==> src/sv/mpld_pkg.sv <==
// Package for the multiplexed PWM LED driver: request and result types, constants, gamma map.
`default_nettype none

package mpld_pkg;

  // Fixed field widths of the request and result channels.
  localparam int OPCODE_W      = 2;
  localparam int INDEX_W       = 5;
  localparam int LEVEL_W       = 5;
  localparam int FRAMES_W      = 8;
  localparam int DUTY_W        = 8;
  localparam int SLOT_W        = 8;
  localparam int DRIVE_W       = 18;
  localparam int DRIVE_IDX_W   = $clog2(DRIVE_W);

  // Number of the last slot in which each group is shown; slots are numbered from zero up to it.
  localparam logic [SLOT_W-1:0] LAST_SLOT = SLOT_W'(254);

  // Request operation codes.
  typedef enum logic [OPCODE_W-1:0] {
    OP_SET_LEVEL = 2'd0,
    OP_START     = 2'd1,
    OP_TICK      = 2'd2,
    OP_NOP       = 2'd3
  } opcode_t;

  // One request on the input channel.
  typedef struct packed {
    opcode_t             opcode;
    logic [INDEX_W-1:0]  led_index;
    logic [LEVEL_W-1:0]  level;
    logic [FRAMES_W-1:0] frame_count;
  } in_req_t;

  // One result on the output channel.
  typedef struct packed {
    logic [DRIVE_W-1:0] led_drive;
    logic               busy_res;
  } out_res_t;

  // Quadratic gamma map from level to duty; levels beyond the table read full duty.
  function automatic logic [DUTY_W-1:0] gamma_duty(input logic [LEVEL_W-1:0] lv);
    logic [DUTY_W-1:0] duty;
    case (lv)
      5'd0:    duty = 8'd0;
      5'd1:    duty = 8'd1;
      5'd2:    duty = 8'd4;
      5'd3:    duty = 8'd8;
      5'd4:    duty = 8'd14;
      5'd5:    duty = 8'd22;
      5'd6:    duty = 8'd32;
      5'd7:    duty = 8'd43;
      5'd8:    duty = 8'd56;
      5'd9:    duty = 8'd71;
      5'd10:   duty = 8'd88;
      5'd11:   duty = 8'd107;
      5'd12:   duty = 8'd127;
      5'd13:   duty = 8'd149;
      5'd14:   duty = 8'd173;
      5'd15:   duty = 8'd199;
      5'd16:   duty = 8'd226;
      default: duty = 8'd255;
    endcase
    return duty;
  endfunction

endpackage

`default_nettype wire

==> src/sv/multiplexed_pwm_led_driver.sv <==
// Top level of the multiplexed PWM LED driver with gamma-mapped levels.
//
//   Channel   Direction  Handshake            Payload
//   in_       request    in_valid / in_stall  in_req  (opcode, led_index, level, frame_count)
//   out_      result     out_valid / out_stall out_res (led_drive, busy_res)
//
// Every request gives one result, registered on acceptance and shown in the next cycle;
// a request can be accepted in every cycle unless a result is held with out_stall high,
// so the block sustains one request per clock while not stalled. The result sits in the
// single register behind the slot counter, group duty latch and per-LED slot compares.
// Reset (rst_n low at a clock edge) clears all levels, duties and counters.
// in_stall is high only while a result is held and out_stall is high.
`default_nettype none

module multiplexed_pwm_led_driver #(
  parameter int LED_COUNT   = 18,
  parameter int LEVEL_COUNT = 18,
  parameter int GROUP_SIZE  = 3
) (
  input  wire logic              clk,
  input  wire logic              rst_n,
  input  wire logic              in_valid,
  output logic                   in_stall,
  input  wire mpld_pkg::in_req_t in_req,
  output logic                   out_valid,
  input  wire logic              out_stall,
  output mpld_pkg::out_res_t     out_res
);
  import mpld_pkg::*;

  localparam int GROUP_TOTAL = (LED_COUNT + GROUP_SIZE - 1) / GROUP_SIZE;
  localparam int GRP_W       = (GROUP_TOTAL > 1) ? $clog2(GROUP_TOTAL) : 1;
  localparam logic [GRP_W-1:0]   GRP_LAST  = GRP_W'(GROUP_TOTAL - 1);
  localparam logic [LEVEL_W-1:0] LEVEL_MAX = LEVEL_W'(LEVEL_COUNT - 1);

  // Level store laid out as one row per group; unused members of a partial row stay zero.
  logic [LEVEL_W-1:0]  levels_r [GROUP_TOTAL][GROUP_SIZE];
  logic [DUTY_W-1:0]   duty_r   [GROUP_SIZE];
  logic [DUTY_W-1:0]   duty_nxt [GROUP_SIZE];
  logic [FRAMES_W-1:0] frames_r, frames_nxt;
  logic [GRP_W-1:0]    grp_r, grp_nxt;
  logic [SLOT_W-1:0]   slot_r, slot_nxt;
  logic                out_valid_r;
  out_res_t            out_res_r, out_res_nxt;

  logic                accept;
  logic                wr_en;
  logic                latch_en;
  logic [LEVEL_W-1:0]  level_sat;

  // Accept a request whenever the result register is empty or being emptied.
  assign in_stall = out_valid_r && out_stall;
  assign accept   = in_valid && !in_stall;

  // Saturate the level before it is stored.
  assign wr_en     = accept && (in_req.opcode == OP_SET_LEVEL);
  assign level_sat = (in_req.level > LEVEL_MAX) ? LEVEL_MAX : in_req.level;

  // Frame, group and slot sequencing.
  always_comb begin
    frames_nxt = frames_r;
    grp_nxt    = grp_r;
    slot_nxt   = slot_r;
    latch_en   = 1'b0;
    if (accept) begin
      case (in_req.opcode)
        OP_START: begin
          frames_nxt = in_req.frame_count;
          grp_nxt    = '0;
          slot_nxt   = '0;
          latch_en   = 1'b1;
        end
        OP_TICK: begin
          if (frames_r != '0) begin
            if (slot_r == LAST_SLOT) begin
              slot_nxt = '0;
              latch_en = 1'b1;
              if (grp_r == GRP_LAST) begin
                grp_nxt    = '0;
                frames_nxt = frames_r - FRAMES_W'(1);
              end else begin
                grp_nxt = grp_r + GRP_W'(1);
              end
            end else begin
              slot_nxt = slot_r + SLOT_W'(1);
            end
          end
        end
        default: begin
        end
      endcase
    end
  end

  // Latch the new group's duties from its row of levels through the gamma map.
  always_comb begin
    for (int m = 0; m < GROUP_SIZE; m++) begin
      duty_nxt[m] = latch_en ? gamma_duty(levels_r[grp_nxt][m]) : duty_r[m];
    end
  end

  // Drive pattern and busy flag as they stand after this request.
  always_comb begin
    int led;
    out_res_nxt.led_drive = '0;
    out_res_nxt.busy_res  = (frames_nxt != '0);
    for (int m = 0; m < GROUP_SIZE; m++) begin
      led = int'(grp_nxt) * GROUP_SIZE + m;
      if (frames_nxt != '0 && led < DRIVE_W && slot_nxt < duty_nxt[m]) begin
        out_res_nxt.led_drive[led[DRIVE_IDX_W-1:0]] = 1'b1;
      end
    end
  end

  // Level store writes.
  always_ff @(posedge clk) begin
    if (!rst_n) begin
      for (int r = 0; r < GROUP_TOTAL; r++) begin
        for (int c = 0; c < GROUP_SIZE; c++) begin
          levels_r[r][c] <= '0;
        end
      end
    end else if (wr_en) begin
      for (int r = 0; r < GROUP_TOTAL; r++) begin
        for (int c = 0; c < GROUP_SIZE; c++) begin
          if ((r * GROUP_SIZE + c) < LED_COUNT &&
              int'(in_req.led_index) == r * GROUP_SIZE + c) begin
            levels_r[r][c] <= level_sat;
          end
        end
      end
    end
  end

  // Sequencing state and latched duties.
  always_ff @(posedge clk) begin
    if (!rst_n) begin
      frames_r <= '0;
      grp_r    <= '0;
      slot_r   <= '0;
      for (int m = 0; m < GROUP_SIZE; m++) begin
        duty_r[m] <= '0;
      end
    end else begin
      frames_r <= frames_nxt;
      grp_r    <= grp_nxt;
      slot_r   <= slot_nxt;
      for (int m = 0; m < GROUP_SIZE; m++) begin
        duty_r[m] <= duty_nxt[m];
      end
    end
  end

  // Result register: loads on every accepted request, empties when taken.
  always_ff @(posedge clk) begin
    if (!rst_n) begin
      out_valid_r <= 1'b0;
    end else if (accept) begin
      out_valid_r <= 1'b1;
    end else if (!out_stall) begin
      out_valid_r <= 1'b0;
    end
  end

  always_ff @(posedge clk) begin
    if (accept) begin
      out_res_r <= out_res_nxt;
    end
  end

  assign out_valid = out_valid_r;
  assign out_res   = out_res_r;

endmodule

`default_nettype wire

==> config.mk <==
export PLATFORM = sky130hd
export DESIGN_NAME = multiplexed_pwm_led_driver
export DESIGN_NICKNAME = d
export VERILOG_FILES = /design/src/sv/mpld_pkg.sv /design/src/sv/multiplexed_pwm_led_driver.sv
export SDC_FILE = /design/constraint.sdc
export NUM_CORES = 1
export LEC_CHECK = 0
export ABC_AREA = 1
export BUFFER_PORTS_ARGS = -buffer_cell sky130_fd_sc_hd__buf_2
export CAP_MARGIN = 20
export CELL_PAD_IN_SITES_DETAIL_PLACEMENT = 1
export CELL_PAD_IN_SITES_GLOBAL_PLACEMENT = 1
export CORE_MARGIN = 1
export CORE_UTILIZATION = 33
export CTS_BUF_LIST = sky130_fd_sc_hd__clkbuf_8
export DETAILED_ROUTE_END_ITERATION = 8
export PLACE_DENSITY = 0.63
export SETUP_SLACK_MARGIN = 0.05
export SLEW_MARGIN = 20
export SYNTH_ARGS = -nofsm -noshare
export SYNTH_HDL_FRONTEND = slang
export SYNTH_SLANG_ARGS = --single-unit
==> constraint.sdc <==
create_clock -name clk -period 4.7 [get_ports clk]
set_input_delay 0.47 -clock clk [delete_from_list [all_inputs] [get_ports clk]]
set_output_delay 0.47 -clock clk [all_outputs]
set_load 0.01 [all_outputs]
==> summary by stage, run 1 <==
Placement
The global placer's final weighted congestion is 0.857. The estimated wirelength of the detail-placed design is 21.9 mm. The number of cells after detailed placement is 1647.

The number of buffers inserted by port buffering is 44.

Job
The tool flagged a number of max-cap violations equal to 0.

Worst setup path
STA classifies the critical path startpoint as a flip-flop. The library cell contributing the largest single delay on the critical path is sky130_fd_sc_hd__dfxtp_1. The endpoint class of the critical path is a flip-flop. Together, buffers and inverters on the worst path number 7.

Counting stages on the worst path, the most repeated cell is sky130_fd_sc_hd__nand2_1. On the worst path, the slowest cell contributes a delay of 0.34 ns. The worst setup path is of the reg2reg kind. Broken down by cell family, the worst path's largest delay share belongs to simple AND/OR/NAND/NOR gates. At the worst endpoint, the arrival time is 4.64 ns. The maximum fanout encountered on the critical timing path is 11.

For the worst setup path, the data required time is 5.05 ns.

GRT
In the global route stage, overall resource usage came out at 19.9%. The via count of the first global-routing pass is 8466. For this run the aggregate overflow at the end of global routing stands at 0. Entering global routing, the biggest net connects 45 pins.

The global-route wire length before repair is 47.1 mm. The number of antenna violations at the first check in global routing is 0.

Routing
In the final routed layout, each cell accounts on average for 17.4 µm. Summed over all layers, the routed wires come to 29.5 mm. The count of TritonRoute iterations in the first routing pass is 5. The post-detailed-route via-to-cell ratio is 5.03. The via count of the routed design is 8497. The count of routing violations after the opening detailed-route iteration is 484. The detail route stage leaves a number of antenna-violating nets equal to 0.

In the routed design, unresolved DRC markers number 0.

Clock network
The number of buffers created by CTS is 17. The clock tree from TritonCTS is yes. The clock root buffer is sky130_fd_sc_hd__clkbuf_8. The H-tree was split into 4 levels. In this run, post-CTS hold repair placed 0 buffers. The worst-skew pair later-pin latency is 0.49 ns. CTS saw 153 sinks. After clock tree synthesis, the clock-pin slew on the worst setup and hold paths is 0.09 ns. The maximum clock path buffer count is 2.

Die
The starting density of the core is 33.8%. The initialized floorplan defines 62 standard-cell rows. 45 I/O pins were placed. The area of the placeable core is 28900 µm². The die is 174 µm wide. Measured along the y axis, the die boundary spans 174 µm. The die covers 30400 µm².

Timing
For the pin with the worst max-slew slack, the measured transition is 1.01 ns. The number of failing hold endpoints at the final stage was 0. The worst path needs 4.29 ns of the cycle, external delays included. The final count of pins violating max slew is 0. The worst hold margin is 0.280 ns. For this run, the top clock speed supported by timing is 0.233 GHz. Setup repair after global routing left no endpoint under its margin. The remaining max-slew budget at the tightest pin is 32.5%. The number of endpoints failing setup at the final stage is 0. The share of the clock period used by the worst path is 91.2%.

The worst clock skew is 0.0186 ns.

Synthesis
Summing the areas of all compound-gate instances in the mapped netlist gives 9.52% of the synthesized area. The post-synthesis xor/xnor area fraction is 0.984%. The post-synthesis average cell area is 8.14 µm².

In the synthesized netlist, mux cells make up 0% of the area. The number of nets produced by synthesis is 1277. The number of distinct library cells after synthesis is 57. The yosys synthesis warning count is 0. The async set-or-reset flop fraction in the synthesized netlist is 0%. In the synthesized netlist the dominant register cell turns out to be sky130_fd_sc_hd__edfxtp_1. The number of flops mapped to enable cells by yosys is 109. By area, the combinational part of the netlist is dominated by simple AND/OR/NAND/NOR gates. The share of the synthesized area in the top cell type is 33.4%.

The synthesized netlist occupies a cell area of 9790 µm². By count the netlist is led by sky130_fd_sc_hd__nand2_1, sky130_fd_sc_hd__nor2_1, sky130_fd_sc_hd__inv_1. Counting flops and latches in the post-synthesis netlist gives 153.

The number of instances in the synthesized netlist is 1203. After Yosys synthesis, and, or, nand and nor cells account for 31.8% of the synthesized area. The portion of the post-synthesis area used by sequential elements is 42.4%.

Of the total synthesized cell area, the portion taken by full adders, half adders and majority gates is 6.46%. The biggest area contributor in the post-synthesis netlist is sky130_fd_sc_hd__edfxtp_1. Ranked by total cell area, the synthesized netlist is headed by sky130_fd_sc_hd__edfxtp_1, sky130_fd_sc_hd__dfxtp_1, sky130_fd_sc_hd__nand2_1. Among all cell types in the netlist, the one instantiated most often is sky130_fd_sc_hd__nand2_1.

Final layout
The repair_antennas step left the layout with diodes totalling 0. The share of final-layout standard cells stronger than drive strength 1 is 19.8%. The synthesis-to-layout area growth is 15.4%. After the flow finishes, the layout carries non-filler instances totaling 1690. After the last flow step, the layout net total stands at 1367. The core occupancy in the finished layout is 39.0%.

Pwr
Summing internal, switching and leakage power gives 0.00294 W. The worst-case IR drop observed on VDD is 188 µV. For this design the static power due to leakage is 4.88 nW. In this run the power density over the cells is 260 nW/µm².

Min path
The path class of the tightest hold or removal check is in2reg.

Run status
The run finished with clean final reports.
[layout by cell type (no fill, tap or decap), types with 5 or more instances in the layout]
cell type | synthesis | layout
sky130_fd_sc_hd__inv_2 | 9 | 9
sky130_fd_sc_hd__nand2_1 | 233 | 228
sky130_fd_sc_hd__or2_2 | 6 | 6
sky130_fd_sc_hd__o211ai_2 | 14 | 14
sky130_fd_sc_hd__nor2_1 | 198 | 194
sky130_fd_sc_hd__dfxtp_1 | 44 | 43
sky130_fd_sc_hd__nand2_4 | 5 | 6
sky130_fd_sc_hd__nor2_2 | 1 | 5
sky130_fd_sc_hd__ha_1 | 49 | 49
sky130_fd_sc_hd__buf_2 | 11 | 44
sky130_fd_sc_hd__nand3b_1 | 8 | 8
sky130_fd_sc_hd__buf_12 | 3 | 7
sky130_fd_sc_hd__xor2_1 | 6 | 6
sky130_fd_sc_hd__o211ai_1 | 16 | 16
sky130_fd_sc_hd__edfxtp_1 | 109 | 109
sky130_fd_sc_hd__nand3_1 | 109 | 107
sky130_fd_sc_hd__o22ai_1 | 9 | 8
sky130_fd_sc_hd__nand2_2 | 23 | 27
sky130_fd_sc_hd__nand4_1 | 24 | 24
sky130_fd_sc_hd__inv_1 | 127 | 127
sky130_fd_sc_hd__nor2_4 | 6 | 6
sky130_fd_sc_hd__nor3_1 | 19 | 19
sky130_fd_sc_hd__buf_4 | 2 | 61
sky130_fd_sc_hd__o21ai_0 | 36 | 30
sky130_fd_sc_hd__nand3_2 | 18 | 20
sky130_fd_sc_hd__clkbuf_8 | 0 | 18
sky130_fd_sc_hd__o21ai_1 | 7 | 10
sky130_fd_sc_hd__nor4_1 | 7 | 7
sky130_fd_sc_hd__a21oi_1 | 26 | 24
[sequential cells by signal (all words and copies together) (netlist names)]
name       flops
out_valid      1
frames_r       8
duty_r        24
levels_r      90
grp_r          3
slot_r         8
out_res       19
[kinds of logic after synthesis]
group / Yosys count
xor+xnor: 11
compound gates: 136
buf+inv: 185
flops: 153
fa+ha+maj: 50
simple gates: 668
[routing by layer]
metal,vias to the layer above,routed length (µm),GRT usage (%)
met5,-,0,0
met4,0,590,5.59
met3,35,929,3.48
met2,123,13700,32.4
met1,4128,14200,27.1
li1,4211,-,-
[area by class of cell]
type	count	area, µm²
fillers	3507	17600
repair buffers	116	877
inverters	139	526
well taps	384	480
flip-flops and latches	153	4160
clock buffers	18	248
clock inverters	14	136
multi-input cells	866	4880
[worst min-delay path, stage by stage]
cell and delay (ns):
sky130_fd_sc_hd__buf_2 0.10, sky130_fd_sc_hd__nand2_2 0.08, sky130_fd_sc_hd__a21oi_1 0.06
[power breakdown]
part | total [W] | internal, W | switching (W)
Sequential | 0.00150 | 0.00148 | 0.0000141
Combinational | 0.000421 | 0.000133 | 0.000288
Clock | 0.00102 | 0.000444 | 0.000575
[per-stage QoR]
step | setup slack, ns | setup TNS (ns) | instance area [µm²]
after floorplan | 0.170 | 0 | 9790
after global placement | 0.00791 | 0 | 10700
after detailed placement | -0.0566 | -0.271 | 10700
after CTS | 0.0528 | 0 | 11100
after global routing | 0.0643 | 0 | 11300
final | 0.414 | 0 | 11300
[path summary, 6_finish.rpt]
check | from | endpoint | slack [ns] | cells past startpoint
worst max-delay path | frames_r[0]$_SDFF_PN0_ | out_res[18]$_DFFE_PP_ | 0.41 | 32
worst min-delay path | out_stall | out_valid$_SDFFE_PN0P_ | 0.28 | 3
worst max register to register | frames_r[0]$_SDFF_PN0_ | out_res[18]$_DFFE_PP_ | 0.41 | 32
worst min register to register | out_valid$_SDFFE_PN0P_ | out_valid$_SDFFE_PN0P_ | 0.51 | 2
[timing repair]
action | CTS | global route
endpoints found under the setup margin | 0 | 18
gates resized for setup | 0 | 39
setup buffers | 0 | 9
Power figures use the tool's default switching activity.
==> run 2: changes to the inputs <==
--- a/config.mk
+++ b/config.mk
@@ -8,13 +8,13 @@
 export ABC_AREA = 1
 export BUFFER_PORTS_ARGS = -buffer_cell sky130_fd_sc_hd__buf_2
 export CAP_MARGIN = 20
-export CELL_PAD_IN_SITES_DETAIL_PLACEMENT = 1
-export CELL_PAD_IN_SITES_GLOBAL_PLACEMENT = 1
+export CELL_PAD_IN_SITES_DETAIL_PLACEMENT = 0
+export CELL_PAD_IN_SITES_GLOBAL_PLACEMENT = 2
 export CORE_MARGIN = 1
 export CORE_UTILIZATION = 33
 export CTS_BUF_LIST = sky130_fd_sc_hd__clkbuf_8
 export DETAILED_ROUTE_END_ITERATION = 8
-export PLACE_DENSITY = 0.63
+export PLACE_DENSITY = 0.75
 export SETUP_SLACK_MARGIN = 0.05
 export SLEW_MARGIN = 20
 export SYNTH_ARGS = -nofsm -noshare
==> summary by stage, run 2 (synthesized netlist as in run 1, its figures left out) <==
GRT
The global-route wire length before repair was 43.8 mm (-7.0%). The global-route usage over all layers is 18.4% (-1.5 points). The largest net degree at the start of global routing was 38 (-16%). The via count of the first global-routing pass came to 8014 (-5.3%). The number of antenna violations at the first check in global routing was 0 (unchanged). The leftover overflow at the end of global routing is 0 (unchanged).

Worst setup path
The delay of the slowest cell on the worst path came to 0.37 ns (+0.03 ns). The classification of the worst setup path is reg2reg. The endpoint class of the critical path is a flip-flop. The signal arrival time at the worst endpoint is 4.63 ns (about the same). The largest individual stage delay along the critical path comes from the cell sky130_fd_sc_hd__a211oi_1. The kind of start point of the critical path is a flip-flop. The maximum fanout encountered on the critical timing path is 18 (+7). The data required time of the critical path is 4.98 ns (-0.07 ns). The cell repeated most along the worst path is sky130_fd_sc_hd__nand2_2.

Clock network
The number of buffers created by CTS was 17 (unchanged). The number of clock sinks seen by CTS came to 153 (unchanged). The worst-skew pair later-pin latency is 0.46 ns (-0.03 ns). The tree is rooted in a sky130_fd_sc_hd__clkbuf_8. The maximum level of the CTS H-tree was 4 (unchanged). The cts-stage hold buffer count is 0 (unchanged). The clock tree from TritonCTS is yes.

The post-CTS clock slew at the launch and capture registers of the worst setup and hold paths is 0.11 ns (+0.02 ns). The maximum clock path buffer count is 2 (unchanged).

Final layout
The most common library cell in the layout ignoring fill and taps is sky130_fd_sc_hd__nand2_1. The number of fillers in the final layout is 2992 (-15%). levels_r holds more flip-flops than any other register. The share of final-layout standard cells stronger than drive strength 1 is 18.8% (-1.0 points). The flip-flop count of the largest register, all copies and words added is 90 (unchanged). The synthesis-to-layout area growth is 14.5%.

The top cell types in the final layout, fill and taps aside, are sky130_fd_sc_hd__nand2_1, sky130_fd_sc_hd__nor2_1, sky130_fd_sc_hd__inv_1, sky130_fd_sc_hd__edfxtp_1, sky130_fd_sc_hd__nand3_1. The antenna diode count is 0 (unchanged). The final layout net count is 1357 (-0.73%).

Die
The starting density of the core was 33.8% (unchanged). The area of the placeable core was 28900 µm² (unchanged). The height of the die is 174 µm (unchanged). The horizontal extent of the die is 174 µm (unchanged).

The top-level I/O count is 45 (unchanged). The number of standard-cell rows in the floorplan is 62 (unchanged). The die area is 30400 µm² (unchanged).

Run status
The flow ran to the end, and the final reports show no timing, DRC or antenna violations.

Pwr
The static leakage is 4.83 nW (-1.0%). The maximum vdd ir drop is 179 µV (-5.0%). The power per cell area is 262 nW/µm² (+0.83%).

Timing
The worst hold margin is 0.305 ns (+0.0250 ns). The number of failing hold endpoints at the final stage is 0 (unchanged). The total negative slack is 0 ns (unchanged). The remaining max-slew budget at the tightest pin is 38.5% (+6.0 points). The final count of pins violating max slew is 0 (unchanged).

Setup repair after global routing left no endpoint under its margin. The share of the clock period used by the worst path came to 92.5% (+1.3 points). The transition time of the tightest slew-check pin is 0.915 ns (-0.0954 ns). The worst clock skew is 0.0195 ns (+0.000924 ns).

The number of endpoints failing setup at the final stage is 0 (unchanged). The fmax was 0.230 GHz (-1.4%). The time the final worst path needs with I/O delays and setup is 4.35 ns (+0.0602 ns).

Placement
The global placer's final weighted congestion is 0.823 (-4.0%). The estimated wirelength of the detail-placed design came to 20.3 mm (-7.2%). The number of buffers inserted by port buffering is 44 (unchanged).

Routing
The count of routing violations after the opening detailed-route iteration is 549 (+13%). The count of TritonRoute iterations in the first routing pass came to 5 (unchanged). The remaining antenna violation count is 0 (unchanged). The post-detailed-route via-to-cell ratio is 4.90 (-2.5%).

The via count of the routed design is 8234 (-3.1%). The final routed wire length divided by cell count is 16.5 µm (-5.4%). The number of remaining DRC errors is 0 (unchanged).

The total routed wirelength is 27.7 mm (-6.0%).

Min path
The type of the tightest min-delay check is in2reg.

Job
The total of max-cap violations is 0 (unchanged).
-- run 2: worst max-delay path, delay by kind of cell, from the launching register on --
kind	cells	cell delay [ns]
flops	1	0.35
compound gates	5	0.94
simple gates	13	1.47
buf+inv	5	0.55
fa+ha+maj	3	0.84
-- run 2: per-layer routing --
layer | routed length (µm) | up-vias | part of all wire (%) | GRT usage, %
li1 | - | 4202 | - | -
met1 | 13300 | 3884 | 48 | 24.5
met2 | 13300 | 124 | 48 | 31.5
met3 | 698 | 24 | 2.5 | 2.54
met4 | 301 | 0 | 1.1 | 4.28
met5 | 0 | - | 0 | 0
-- run 2: final timing paths --
check	cells past startpoint	slack (ns)	from	endpoint
hold / removal	3	0.30	out_stall	out_valid$_SDFFE_PN0P_
hold reg to reg	2	0.50	out_valid$_SDFFE_PN0P_	out_valid$_SDFFE_PN0P_
setup reg to reg	26	0.35	frames_r[0]$_SDFF_PN0_	out_res[4]$_DFFE_PP_
setup / recovery	26	0.35	frames_r[0]$_SDFF_PN0_	out_res[4]$_DFFE_PP_
-- run 2: area by class of cell --
cell class                 instances  area (µm²)  area share (%)
multi-input combinational        867        4860            43.4
sequential                       153        4160            37.1
clock buffer                      17         234            2.09
clock inverter                    15         160            1.43
tap                              384         480            4.29
timing repair buffer             105         795            7.09
inverter                         139         526            4.69
-- run 2: per-stage QoR --
| stage | cell area [µm²] | power (W) | util, % | worst slack [ns] | instances |
|---|---|---|---|---|---|
| after floorplan | 9790 | 0.00179 | - | 0.170 | 1203 |
| after global routing | 11200 | 0.00306 | 38.7 | 0.0446 | 1680 |
| final | 11200 | 0.00294 | 38.7 | 0.353 | 1680 |
| after detailed placement | 10700 | 0.00192 | 36.8 | -0.00574 | 1638 |
| after CTS | 11000 | 0.00295 | 38.2 | 0.0848 | 1670 |
| after global placement | 10700 | 0.00192 | 36.8 | -0.0151 | 1638 |
-- run 2: what timing repair did --
| item | 4_1_cts | 5_1_grt |
|---|---|---|
| setup endpoints to repair | 0 | 18 |
| buffers inserted | 0 | 7 |
| gates resized for setup | 0 | 25 |
-- run 2: report_power, final --
part | switching [W] | internal, W | total [W]
logic | 0.000283 | 0.000130 | 0.000413
clock network | 0.000590 | 0.000441 | 0.00103
registers | 0.0000131 | 0.00148 | 0.00149
